==> src/dop_pkg.sv <==
`timescale 1ns / 1ps
// ----------------------------------------------------------------------------
// dop_pkg: shared types and constants for discharge overcurrent protection
// Level count, field widths, register indexes, alarm codes and the
// reciprocal used to turn milliamps into whole amps.
// ----------------------------------------------------------------------------
package dop_pkg;

   // Number of protection levels
   localparam int LEVELS = 3;

   // Item field widths
   localparam int LVL_W    = 2;
   localparam int MA_W     = 24;
   localparam int AMPS_W   = 14;
   localparam int KIND_W   = 2;
   localparam int STATES_W = 6;

   // Per-level register packing
   localparam int THR_W     = 16;
   localparam int DLY_W     = 8;
   localparam int THR_ALL_W = THR_W * LEVELS;
   localparam int DLY_ALL_W = DLY_W * LEVELS;

   // Configuration port
   localparam int CSR_IDX_W  = 3;
   localparam int CSR_DATA_W = 48;

   localparam logic [CSR_IDX_W-1:0] CSR_SET_THR = 3'd0;
   localparam logic [CSR_IDX_W-1:0] CSR_SET_DLY = 3'd1;
   localparam logic [CSR_IDX_W-1:0] CSR_REL_THR = 3'd2;
   localparam logic [CSR_IDX_W-1:0] CSR_REL_DLY = 3'd3;
   localparam logic [CSR_IDX_W-1:0] CSR_EV_EN   = 3'd4;

   // Divide by 1000: floor(x * DIV_MUL / 2^DIV_SHIFT) is exact for any
   // 24-bit magnitude (DIV_MUL * 1000 - 2^34 = 816 <= 2^(34-24))
   localparam int                DIV_MUL_W = 25;
   localparam logic [DIV_MUL_W-1:0] DIV_MUL = 25'd17179870;
   localparam int                DIV_SHIFT = 34;
   localparam int                PROD_W    = MA_W + DIV_MUL_W;

   typedef enum logic [1:0] {
      ST_IDLE      = 2'd0,
      ST_SETTING   = 2'd1,
      ST_SET       = 2'd2,
      ST_RELEASING = 2'd3
   } alarm_state_type;

   typedef enum logic [KIND_W-1:0] {
      EV_NONE    = 2'd0,
      EV_TRIP    = 2'd1,
      EV_RELEASE = 2'd2
   } event_kind_type;

   // Configuration registers as seen by the alarm logic
   typedef struct packed {
      logic [THR_ALL_W-1:0] set_thr;
      logic [DLY_ALL_W-1:0] set_dly;
      logic [THR_ALL_W-1:0] rel_thr;
      logic [DLY_ALL_W-1:0] rel_dly;
      logic                 ev_en;
   } cfg_type;

   // One check presented to the alarm logic
   typedef struct packed {
      logic              valid;
      logic [LVL_W-1:0]  level;
      logic [AMPS_W-1:0] amps;
   } step_type;

   // Outcome of one check
   typedef struct packed {
      event_kind_type      kind;
      logic [STATES_W-1:0] states;
   } alarm_out_type;

endpackage

==> src/dop_amps.sv <==
`timescale 1ns / 1ps
// ----------------------------------------------------------------------------
// dop_amps: milliamp sample to qualified whole amps
// Takes the magnitude of the signed sample, divides by 1000 with a
// reciprocal multiply, and forces zero when the pack is not discharging.
// ----------------------------------------------------------------------------
module dop_amps (
   input  logic signed [dop_pkg::MA_W-1:0]   current_ma,
   input  logic                              discharging,
   output logic        [dop_pkg::AMPS_W-1:0] amps
);
   import dop_pkg::*;

   logic [MA_W-1:0]   mag;
   logic [PROD_W-1:0] prod;

   // Magnitude; the most negative sample maps to 2^23, still 24 bits
   assign mag = current_ma[MA_W-1] ? MA_W'(-current_ma) : MA_W'(current_ma);

   // Reciprocal multiply for the divide by 1000
   assign prod = PROD_W'(mag) * PROD_W'(DIV_MUL);

   // Drop the current when not discharging
   assign amps = discharging ? prod[DIV_SHIFT +: AMPS_W] : '0;

endmodule

==> src/dop_alarm.sv <==
`timescale 1ns / 1ps
// ----------------------------------------------------------------------------
// dop_alarm: per-level alarm states and delay counters
// Applies the trip rules, then the release rules, to the level named by
// the check, and reports the event and all level states after the update.
// ----------------------------------------------------------------------------
module dop_alarm (
   input  logic                   clock,
   input  logic                   reset,
   input  dop_pkg::step_type      step,
   input  dop_pkg::cfg_type       cfg,
   output dop_pkg::alarm_out_type result
);
   import dop_pkg::*;

   alarm_state_type            state_ff [LEVELS];
   alarm_state_type            state_in [LEVELS];
   logic [DLY_W-1:0]           trip_ff  [LEVELS];
   logic [DLY_W-1:0]           trip_in  [LEVELS];
   logic [DLY_W-1:0]           rel_ff   [LEVELS];
   logic [DLY_W-1:0]           rel_in   [LEVELS];
   event_kind_type             lane_kind [LEVELS];
   logic [LEVELS-1:0]          hit;
   logic [THR_W-1:0]           amps_ext;
   event_kind_type             kind;
   logic [STATES_W-1:0]        states;

   assign amps_ext = THR_W'(step.amps);

   // Next state of each level; only the addressed level moves
   always_comb begin
      for (int i = 0; i < LEVELS; i++) begin
         hit[i]       = step.valid && (step.level == LVL_W'(i));
         state_in[i]  = state_ff[i];
         trip_in[i]   = trip_ff[i];
         rel_in[i]    = rel_ff[i];
         lane_kind[i] = EV_NONE;
         if (hit[i]) begin
            // Trip rules
            if (amps_ext > cfg.set_thr[THR_W*i +: THR_W]) begin
               if (state_in[i] == ST_IDLE) begin
                  state_in[i] = ST_SETTING;
                  trip_in[i]  = DLY_W'(1);
               end else if (state_in[i] == ST_SETTING) begin
                  trip_in[i] = trip_in[i] + DLY_W'(1);
                  if (trip_in[i] >= cfg.set_dly[DLY_W*i +: DLY_W]) begin
                     lane_kind[i] = EV_TRIP;
                     state_in[i]  = ST_SET;
                     trip_in[i]   = '0;
                  end
               end
            end else if (state_in[i] == ST_SETTING) begin
               state_in[i] = ST_IDLE;
            end
            // Release rules, on what the trip rules left
            if (amps_ext < cfg.rel_thr[THR_W*i +: THR_W]) begin
               if (state_in[i] == ST_SET) begin
                  state_in[i] = ST_RELEASING;
                  rel_in[i]   = DLY_W'(1);
               end else if (state_in[i] == ST_RELEASING) begin
                  rel_in[i] = rel_in[i] + DLY_W'(1);
                  if (rel_in[i] >= cfg.rel_dly[DLY_W*i +: DLY_W]) begin
                     lane_kind[i] = EV_RELEASE;
                     state_in[i]  = ST_IDLE;
                     rel_in[i]    = '0;
                  end
               end
            end else if (state_in[i] == ST_RELEASING) begin
               state_in[i] = ST_SET;
            end
         end
      end
   end

   // Pick the event of the addressed level and pack all states
   always_comb begin
      kind   = EV_NONE;
      states = '0;
      for (int i = 0; i < LEVELS; i++) begin
         if (hit[i] && cfg.ev_en) begin
            kind = lane_kind[i];
         end
         if (2 * i + 1 < STATES_W) begin
            states[2*i +: 2] = state_in[i];
         end
      end
   end

   assign result.kind   = kind;
   assign result.states = states;

   // Hold alarm state and counters
   always_ff @(posedge clock) begin
      for (int i = 0; i < LEVELS; i++) begin
         if (reset) begin
            state_ff[i] <= ST_IDLE;
            trip_ff[i]  <= '0;
            rel_ff[i]   <= '0;
         end else begin
            state_ff[i] <= state_in[i];
            trip_ff[i]  <= trip_in[i];
            rel_ff[i]   <= rel_in[i];
         end
      end
   end

endmodule

==> src/discharge_overcurrent_protect.sv <==
`timescale 1ns / 1ps
// An accepted item passes the input register, then the result register, to rsp_valid.
// Throughput: 1 item per cycle while results are not stalled; the alarm update is a
// combinational read-modify-write of the level state, so back-to-back checks chain.
// Reset: synchronous; all levels idle, counters zero, registers at their
// defaults (trip thresholds all ones, everything else zero).
// ----------------------------------------------------------------------------
// discharge_overcurrent_protect: overcurrent alarm with hysteresis and delay
// Input stage converts the sample to amps; the alarm stage updates the
// addressed level and loads the result register.
// ----------------------------------------------------------------------------
module discharge_overcurrent_protect (
   input  logic                                 clock,
   input  logic                                 reset,
   // Configuration
   input  logic                                 csr_write,
   input  logic        [dop_pkg::CSR_IDX_W-1:0]  csr_index,
   input  logic        [dop_pkg::CSR_DATA_W-1:0] csr_data,
   // Check items
   input  logic                                 req_valid,
   output logic                                 req_stall,
   input  logic        [dop_pkg::LVL_W-1:0]      req_level,
   input  logic signed [dop_pkg::MA_W-1:0]       req_current_ma,
   input  logic                                 req_discharging,
   // Result items
   output logic                                 rsp_valid,
   input  logic                                 rsp_stall,
   output logic        [dop_pkg::KIND_W-1:0]     rsp_event_kind,
   output logic        [dop_pkg::LVL_W-1:0]      rsp_event_level,
   output logic        [dop_pkg::AMPS_W-1:0]     rsp_current_amps,
   output logic        [dop_pkg::STATES_W-1:0]   rsp_level_states
);
   import dop_pkg::*;

   cfg_type             cfg_ff;
   logic                in_valid_ff;
   logic                in_valid_in;
   logic [LVL_W-1:0]    in_level_ff;
   logic [AMPS_W-1:0]   in_amps_ff;
   logic [AMPS_W-1:0]   req_amps;
   logic                rsp_valid_ff;
   logic                rsp_valid_in;
   logic [KIND_W-1:0]   rsp_kind_ff;
   logic [LVL_W-1:0]    rsp_level_ff;
   logic [AMPS_W-1:0]   rsp_amps_ff;
   logic [STATES_W-1:0] rsp_states_ff;
   logic                advance;
   logic                req_take;
   step_type            step;
   alarm_out_type       alarm_out;

   // Configuration registers
   always_ff @(posedge clock) begin
      if (reset) begin
         cfg_ff.set_thr <= '1;
         cfg_ff.set_dly <= '0;
         cfg_ff.rel_thr <= '0;
         cfg_ff.rel_dly <= '0;
         cfg_ff.ev_en   <= 1'b0;
      end else if (csr_write) begin
         unique case (csr_index)
            CSR_SET_THR: cfg_ff.set_thr <= csr_data[THR_ALL_W-1:0];
            CSR_SET_DLY: cfg_ff.set_dly <= csr_data[DLY_ALL_W-1:0];
            CSR_REL_THR: cfg_ff.rel_thr <= csr_data[THR_ALL_W-1:0];
            CSR_REL_DLY: cfg_ff.rel_dly <= csr_data[DLY_ALL_W-1:0];
            CSR_EV_EN:   cfg_ff.ev_en   <= csr_data[0];
            default: ;
         endcase
      end
   end

   // Pipeline flow: the alarm stage advances when the result register frees
   assign advance      = !rsp_valid_ff || !rsp_stall;
   assign req_stall    = in_valid_ff && !advance;
   assign req_take     = req_valid && !req_stall;
   assign in_valid_in  = req_stall ? in_valid_ff : req_valid;
   assign rsp_valid_in = advance ? in_valid_ff : rsp_valid_ff;

   // Convert the sample on the way into the input register
   dop_amps u_amps (
      .current_ma  (req_current_ma),
      .discharging (req_discharging),
      .amps        (req_amps)
   );

   // Input register
   always_ff @(posedge clock) begin
      if (reset) begin
         in_valid_ff <= 1'b0;
      end else begin
         in_valid_ff <= in_valid_in;
      end
      if (req_take) begin
         in_level_ff <= req_level;
         in_amps_ff  <= req_amps;
      end
   end

   assign step.valid = in_valid_ff && advance;
   assign step.level = in_level_ff;
   assign step.amps  = in_amps_ff;

   dop_alarm u_alarm (
      .clock  (clock),
      .reset  (reset),
      .step   (step),
      .cfg    (cfg_ff),
      .result (alarm_out)
   );

   // Result register
   always_ff @(posedge clock) begin
      if (reset) begin
         rsp_valid_ff <= 1'b0;
      end else begin
         rsp_valid_ff <= rsp_valid_in;
      end
      if (step.valid) begin
         rsp_kind_ff   <= alarm_out.kind;
         rsp_level_ff  <= in_level_ff;
         rsp_amps_ff   <= in_amps_ff;
         rsp_states_ff <= alarm_out.states;
      end
   end

   assign rsp_valid        = rsp_valid_ff;
   assign rsp_event_kind   = rsp_kind_ff;
   assign rsp_event_level  = rsp_level_ff;
   assign rsp_current_amps = rsp_amps_ff;
   assign rsp_level_states = rsp_states_ff;

`ifndef SYNTH
   logic [1:0] ev_state;
   assign ev_state = 2'(rsp_level_states >> {rsp_event_level, 1'b0});

   // No events are reported while reporting is off
   a_ev_disabled: assert property (@(posedge clock) disable iff (reset)
      rsp_valid && !cfg_ff.ev_en |-> rsp_event_kind == EV_NONE)
      else $error("event reported while events are disabled");

   // A confirmed trip leaves its level set or already releasing
   a_trip_state: assert property (@(posedge clock) disable iff (reset)
      rsp_valid && rsp_event_kind == EV_TRIP |->
         ev_state == ST_SET || ev_state == ST_RELEASING)
      else $error("trip event with level not set");

   // A confirmed release leaves its level idle
   a_rel_state: assert property (@(posedge clock) disable iff (reset)
      rsp_valid && rsp_event_kind == EV_RELEASE |-> ev_state == ST_IDLE)
      else $error("release event with level not idle");

   // Stall only with an item waiting in the input register
   a_stall_full: assert property (@(posedge clock) disable iff (reset)
      req_stall |-> in_valid_ff && rsp_valid_ff)
      else $error("input stalled with room to advance");
`endif

endmodule

==> config.mk <==
export PLATFORM = sky130hd
export DESIGN_NAME = discharge_overcurrent_protect
export DESIGN_NICKNAME = d
export VERILOG_FILES = /design/src/dop_pkg.sv /design/src/dop_amps.sv /design/src/dop_alarm.sv /design/src/discharge_overcurrent_protect.sv
export SDC_FILE = /design/constraint.sdc
export NUM_CORES = 1
export LEC_CHECK = 0
export ABC_AREA = 0
export BUFFER_PORTS_ARGS = -buffer_cell sky130_fd_sc_hd__buf_2
export CAP_MARGIN = 25
export CORE_UTILIZATION = 65
export DETAILED_ROUTE_END_ITERATION = 8
export PLACE_DENSITY = 0.84
export SYNTH_ARGS = -nofsm -noshare
export SYNTH_HDL_FRONTEND = slang
export SYNTH_SLANG_ARGS = --single-unit
==> constraint.sdc <==
create_clock -name clock -period 23.1 [get_ports clock]
set_input_delay 1.155 -clock clock [delete_from_list [all_inputs] [get_ports clock]]
set_output_delay 1.155 -clock clock [all_outputs]
set_load 0.03 [all_outputs]
; Word-level counts from Yosys, hierarchy flattened
; Memory sizes are Yosys's and may differ from the RTL's.
; Cells that the tools add are included.
[word_totals]
ff_bits = 187
ramBits = 54
input_bits = 83
output_inout_bits = 26
word_cells = 193
memories = 3
[memory_table]
columns = memory, depth, word_bits, read_ports, rd_ports_with_merged_regs, wr, line
row1 = u_alarm.rel_ff, 3, 8, 3, 0, 3, dop_alarm.sv:20  ; logic [DLY_W-1:0] rel_ff [LEVELS];
row2 = u_alarm.trip_ff, 3, 8, 3, 0, 3, dop_alarm.sv:18  ; logic [DLY_W-1:0] trip_ff [LEVELS];
row3 = u_alarm.state_ff, 3, 2, 3, 0, 3, dop_alarm.sv:16  ; alarm_state_type state_ff [LEVELS];
[op_classes]
addsub = 7
n_mul = 1
order_cmp = 12
n_eq_ne = 15
n_mux = 109
bitwise = 9
reduce_logical = 24
[ops]
columns = operator, count
row1 = two-way mux 8 bit, 36
row2 = two-way mux 2 bit, 66
row3 = "adder 8 x 1 -> 8 bit, second input constant", 6
row4 = >= comparator 8 bit, 6
row5 = > comparator 14 x 16 -> 1 bit, 3
row6 = less-than comparator 14 x 16 -> 1 bit, 3
row7 = "multiplier 24 x 24 -> 47 bit, second input constant", 1
row8 = two-way mux 24 bit, 1
row9 = negator 24 bit, 1
row10 = "== test 2 bit, second input constant", 7
row11 = AND reduction 2 bit, 5
row12 = logical AND 1 bit, 9
row13 = OR 1 bit, 9
row14 = "== test 2 x 1 -> 1 bit, second input constant", 4
row15 = zero test 2 bit, 4
row16 = "== test 3 x 2 -> 1 bit, second input constant", 2
row17 = two-way mux 1 bit, 6
row18 = zero test 1 bit, 4
row19 = "== test 3 x 1 -> 1 bit, second input constant", 1
row20 = "== test 3 bit, second input constant", 1
row21 = zero test 3 bit, 1
row22 = logical OR 1 bit, 1

; Longest topological paths before layout
; An unclocked memory read counts as a cell.
[logic_depth]
word_depth = 16
mapped_depth = 30
depth_no_buf = 30

; Hierarchy
; A second synthesis with hierarchy kept.
[hier_totals]
hier_cells = 2713
area_unflattened_um2 = 24075.6
[by_module_without_submodules]
columns = mod, n_inst, cells_each, area_per_inst_um2, seq_area_each_um2
row1 = dop_amps, 1, 1190, 10217.3, 0.0
row2 = discharge_overcurrent_protect, 1, 631, 7249.5, 4144.0
row3 = dop_alarm, 1, 892, 6608.8, 1081.0

; Worst setup path before layout
; OpenSTA, ideal clock, no wires.
[synth_path]
path_type = input-to-reg
startpoint = input port req_current_ma[17] in the netlist's numbering
endpoint = register in_amps_ff[8], data pin
setup_time_ps = 258
arrival_ps = 8257
t_required_ps = 22842
slack_ps = 14585
path_stages = 28
n_path_buf = 0
path_cell_list = or3_1 > or2_1 > or4_1 > o31a_2 > xnor2_1 > inv_1 > ha_1 > inv_1 > fa_1 > inv_1 > ha_1 > inv_1 > fa_1 > inv_1 > fa_1 > fa_1 > inv_1 > fa_1 > inv_1 > ha_1 > and3_1 > a21boi_0 > o21ai_0 > o41ai_1 > o31ai_1 > a21boi_0 > a221o_1 > mux2i_1
[synth_between]
elab_chain_cells = 3
[synth_rtl]
columns = item, line
row1 = start: declaration, discharge_overcurrent_protect.sv:23  ; input logic signed [dop_pkg::MA_W-1:0] req_current_ma,
row2 = negator 24 bit, dop_amps.sv:18  ; assign mag = current_ma[MA_W-1] ? MA_W'(-current_ma) : MA_W'(current_ma);
row3 = two-way mux 24 bit *, dop_amps.sv:18
row4 = multiplier 24 x 24 -> 47 bit *, dop_amps.sv:21  ; assign prod = PROD_W'(mag) * PROD_W'(DIV_MUL);
row5 = end signal: assignment, discharge_overcurrent_protect.sv:95  ; in_amps_ff <= req_amps;
row6 = end: declaration, discharge_overcurrent_protect.sv:39  ; logic [AMPS_W-1:0] in_amps_ff;
; Every way passes the cells marked *; elsewhere a longest branch is shown, timed or not.
; A chain may end at the register's enable or synchronous reset.

; Final worst setup path
[layout_path]
startpoint = input port req_current_ma[4] in the netlist's numbering
endpoint = register in_amps_ff[6], data pin
; The elaborated chain is that of the path after synthesis.

==> impl_metrics.ini <==
[placed_design]
gpl.final_weighted_congestion = 0.9493
portBuffers = 108
dp_hpwl_mm = 44.51

[status]
status = completed

[setup_path]
startpoint_type = input pin
r2r_cells = 11
critPathSlowestCell = o31ai_1
cp_data_arrival_time_ps = 9540
crit_type = input pin to flop
path_delay_family = adder cells
cp_common_cell = fa_1
crit_fanout = 8
cp_slowest_stage_delay_ps = 610
cp.required_ps = 23370
cp.depth = 26
crit_buf_inv = 5
end_kind = flop

[clock_tree]
cts_hold_buf = 0
post-cts-setup-buffers = 0
cts-root-buf = clkbuf_16
numCtsBuffers = 26
cts_sinks = 241
cts_tree = done
cts_max_level = 1
clkLatencyLatePin_ps = 540
cts_resized = 0
clock_path_buffers = 3
path_clk_slew_ps = 60

[timing]
setup_viol = 0
slew-limit-headroom = 0.3062
drv_slew = 0
hold_viol = 0
fin_skew_ps = 26.70
whs_ps = 454.5
rsz0062_at_grt = false
tns_ps = 0
fmax_mhz = 107.9
period_needed_ps = 9264
worst_slew_pin_slew_ps = 1041
period_share = 0.4011

[yosys]
synth.area.mux_share = 0.003191
ys_top_cells_by_area = ha_1 (21%), dfxtp_1 (18%), fa_1 (14%)
synthArstFlopShare = 0
yosys_warnings = 0
synthFlopType = dfxtp_1
ys_top_cells_by_count = inv_1 (471), ha_1 (366), nand2_1 (336), dfxtp_1 (201), a21oi_1 (178)
yosysTopAreaCell = ha_1
ys_seq_area_frac = 0.2380
ys_ff_latch = 241
synth-compound-area-share = 0.1297
synth_cell_types = 79
synthCells = 2525
synthSimpleGateAreaFrac = 0.1420
synth_adder_area_share = 0.3526
yosysTopAreaCellShare = 0.2086
synth_xor_area_frac = 0.04154
synthMostInstantiatedCell = inv_1
synth_edf_count = 40
syn_area_um2 = 21960
syn_avg_cell_area_um2 = 8.695
synth_top_family_by_area = adder cells
synth_fp_nets = 3132

[floorplan]
fp.dieW_um = 185.8
boundaryPins = 109
fp.dieH_um = 185.8
die_area_um2 = 34520
start_util = 0.6680
std_cell_rows = 66
design.core.area_um2 = 32870

[final_layout]
multiInputGateArea_um2 = 14690
seq_area_um2 = 5225
nets = 3222
fill_cells = 2473
n_antenna_cell = 0
drive_gt1_frac = 0.07742
areaGrowthSynthToFinish_pct = 8.200

[global_routing]
first_global_vias = 18040
grt_usage = 0.3320
antenna_found_initial = 1
grt-ovfl-total = 0
grt_pass1_wl_mm = 89.64
grt_max_degree = 88

[drt]
top_layer = met5
wl_mm = 56.17
met2_length_mm = 27.40
antenna_left = 0
drtIter0Drc = 1334
vias = 18070
drtPass1Iterations = 6
drt_drc_violations_left = 0
via_per_inst = 5.873
wire_per_inst_um = 18.25
wl_met1_mm = 22.22
dr_wl_met3_mm = 4.080

[run]
maxCapViolCount = 0

[hold_path]
hold_path.class = flop to flop
whs_path_depth = 2

[pwr]
ir_worst_vdd_mv = 0.1536
leakage_nw = 11.43
power.density_nw_per_um2 = 148.8
==> layout make-up <==
class | count | share of cell area
clock buffers | 39 | 0.03071
clock inverters | 9 | 0.002159
inverters | 479 | 0.07568
multi-input cells | 1741 | 0.6185
flip-flops and latches | 241 | 0.2199
well taps | 442 | 0.02328
repair buffers | 126 | 0.02970
==> path summary, 6_finish.rpt <==
check,startpoint,end,slack (ps)
max,req_current_ma[4],in_amps_ff[6]$_SDFFCE_PN0P_,13840
min,cfg_ff[44]$_SDFFE_PP0P_,cfg_ff[44]$_SDFFE_PP0P_,450
max reg2reg,u_alarm.trip_ff[0][2]$_SDFFE_PP0P_,u_alarm.rel_ff[0][2]$_SDFFE_PP0P_,19640
min reg2reg,cfg_ff[44]$_SDFFE_PP0P_,cfg_ff[44]$_SDFFE_PP0P_,450
==> stage by stage <==
stage          cell area, um2  total power [mW]  setup WS [ps]  utilization  cells
5_1_grt                 23760             3.936          13520       0.7228   3077
2_1_floorplan           21960             2.441          14590            -   2525
6_report                23760             3.534          13840       0.7228   3077
4_1_cts                 23730             3.522          13900       0.7221   3075
3_5_place_dp            22950             3.113          13360       0.6984   3027
3_3_place_gp            22920             3.007          13640       0.6973   3025
==> state kept, by name, summed over array words and instances, names as in the netlist, 6 cells and up <==
name              cells
in_amps_ff           14
u_alarm.trip_ff      24
cfg_ff              145
rsp_current_amps     14
rsp_level_states      6
u_alarm.state_ff      6
u_alarm.rel_ff       24
==> per-layer routing <==
metal  vias up  GRT usage
met5         -          0
met4         2     0.1531
met3       160    0.04187
met2       737     0.5830
met1      8631     0.4039
li1       8540          -
==> cell families (layout without fill, tap and decap cells) <==
logic type	count (synthesis)	after routing
multiplexers	7	7
flip-flops	241	241
buffers and inverters	543	653
AO/OA/AOI/OAI	441	441
adder cells (fa/ha/maj)	524	524
XOR/XNOR	99	99
AND/OR/NAND/NOR	669	669
other	1	1
==> power by group <==
group / internal, mW / leakage [nW] / total, mW / switching (mW)
Clock: 0.217 / 0.383 / 0.383 / 0.165
Combinational: 1.09 / 9.03 / 2.65 / 1.55
Sequential: 0.460 / 2.02 / 0.504 / 0.0440
==> cells in the final DEF, fill, tap and decap left out, types with 8 or more instances in the layout <==
cell	n
or4_1	8
fa_1	158
clkbuf_1	10
nor2_1	78
nor3_1	27
a21o_1	43
o21a_1	18
nand2b_1	32
buf_4	17
o31ai_1	9
buf_2	107
a211oi_1	8
inv_1	470
nand3b_1	9
o211ai_1	46
o221ai_1	9
ha_1	366
nand3_1	57
and3_1	18
nand4_1	19
edfxtp_1	40
and2_1	10
o21bai_1	8
nand2_1	336
or2_2	15
dfxtp_1	201
clkbuf_16	26
nor2b_1	20
xnor2_1	69
xor2_1	27
a21oi_1	178
or3_1	13
o21ai_0	51
==> worst register-to-register path, delay by kind of cell (launching register included) <==
| kind | cells | cell delay [ps] |
|---|---|---|
| AOI/OAI and AO/OA | 6 | 1820 |
| and+or+nand+nor | 3 | 690 |
| DFF | 1 | 410 |
| adders and majority gates | 1 | 280 |
| xor gates and xnor gates | 1 | 190 |
No activity file was read; power rests on OpenSTA's default activity.
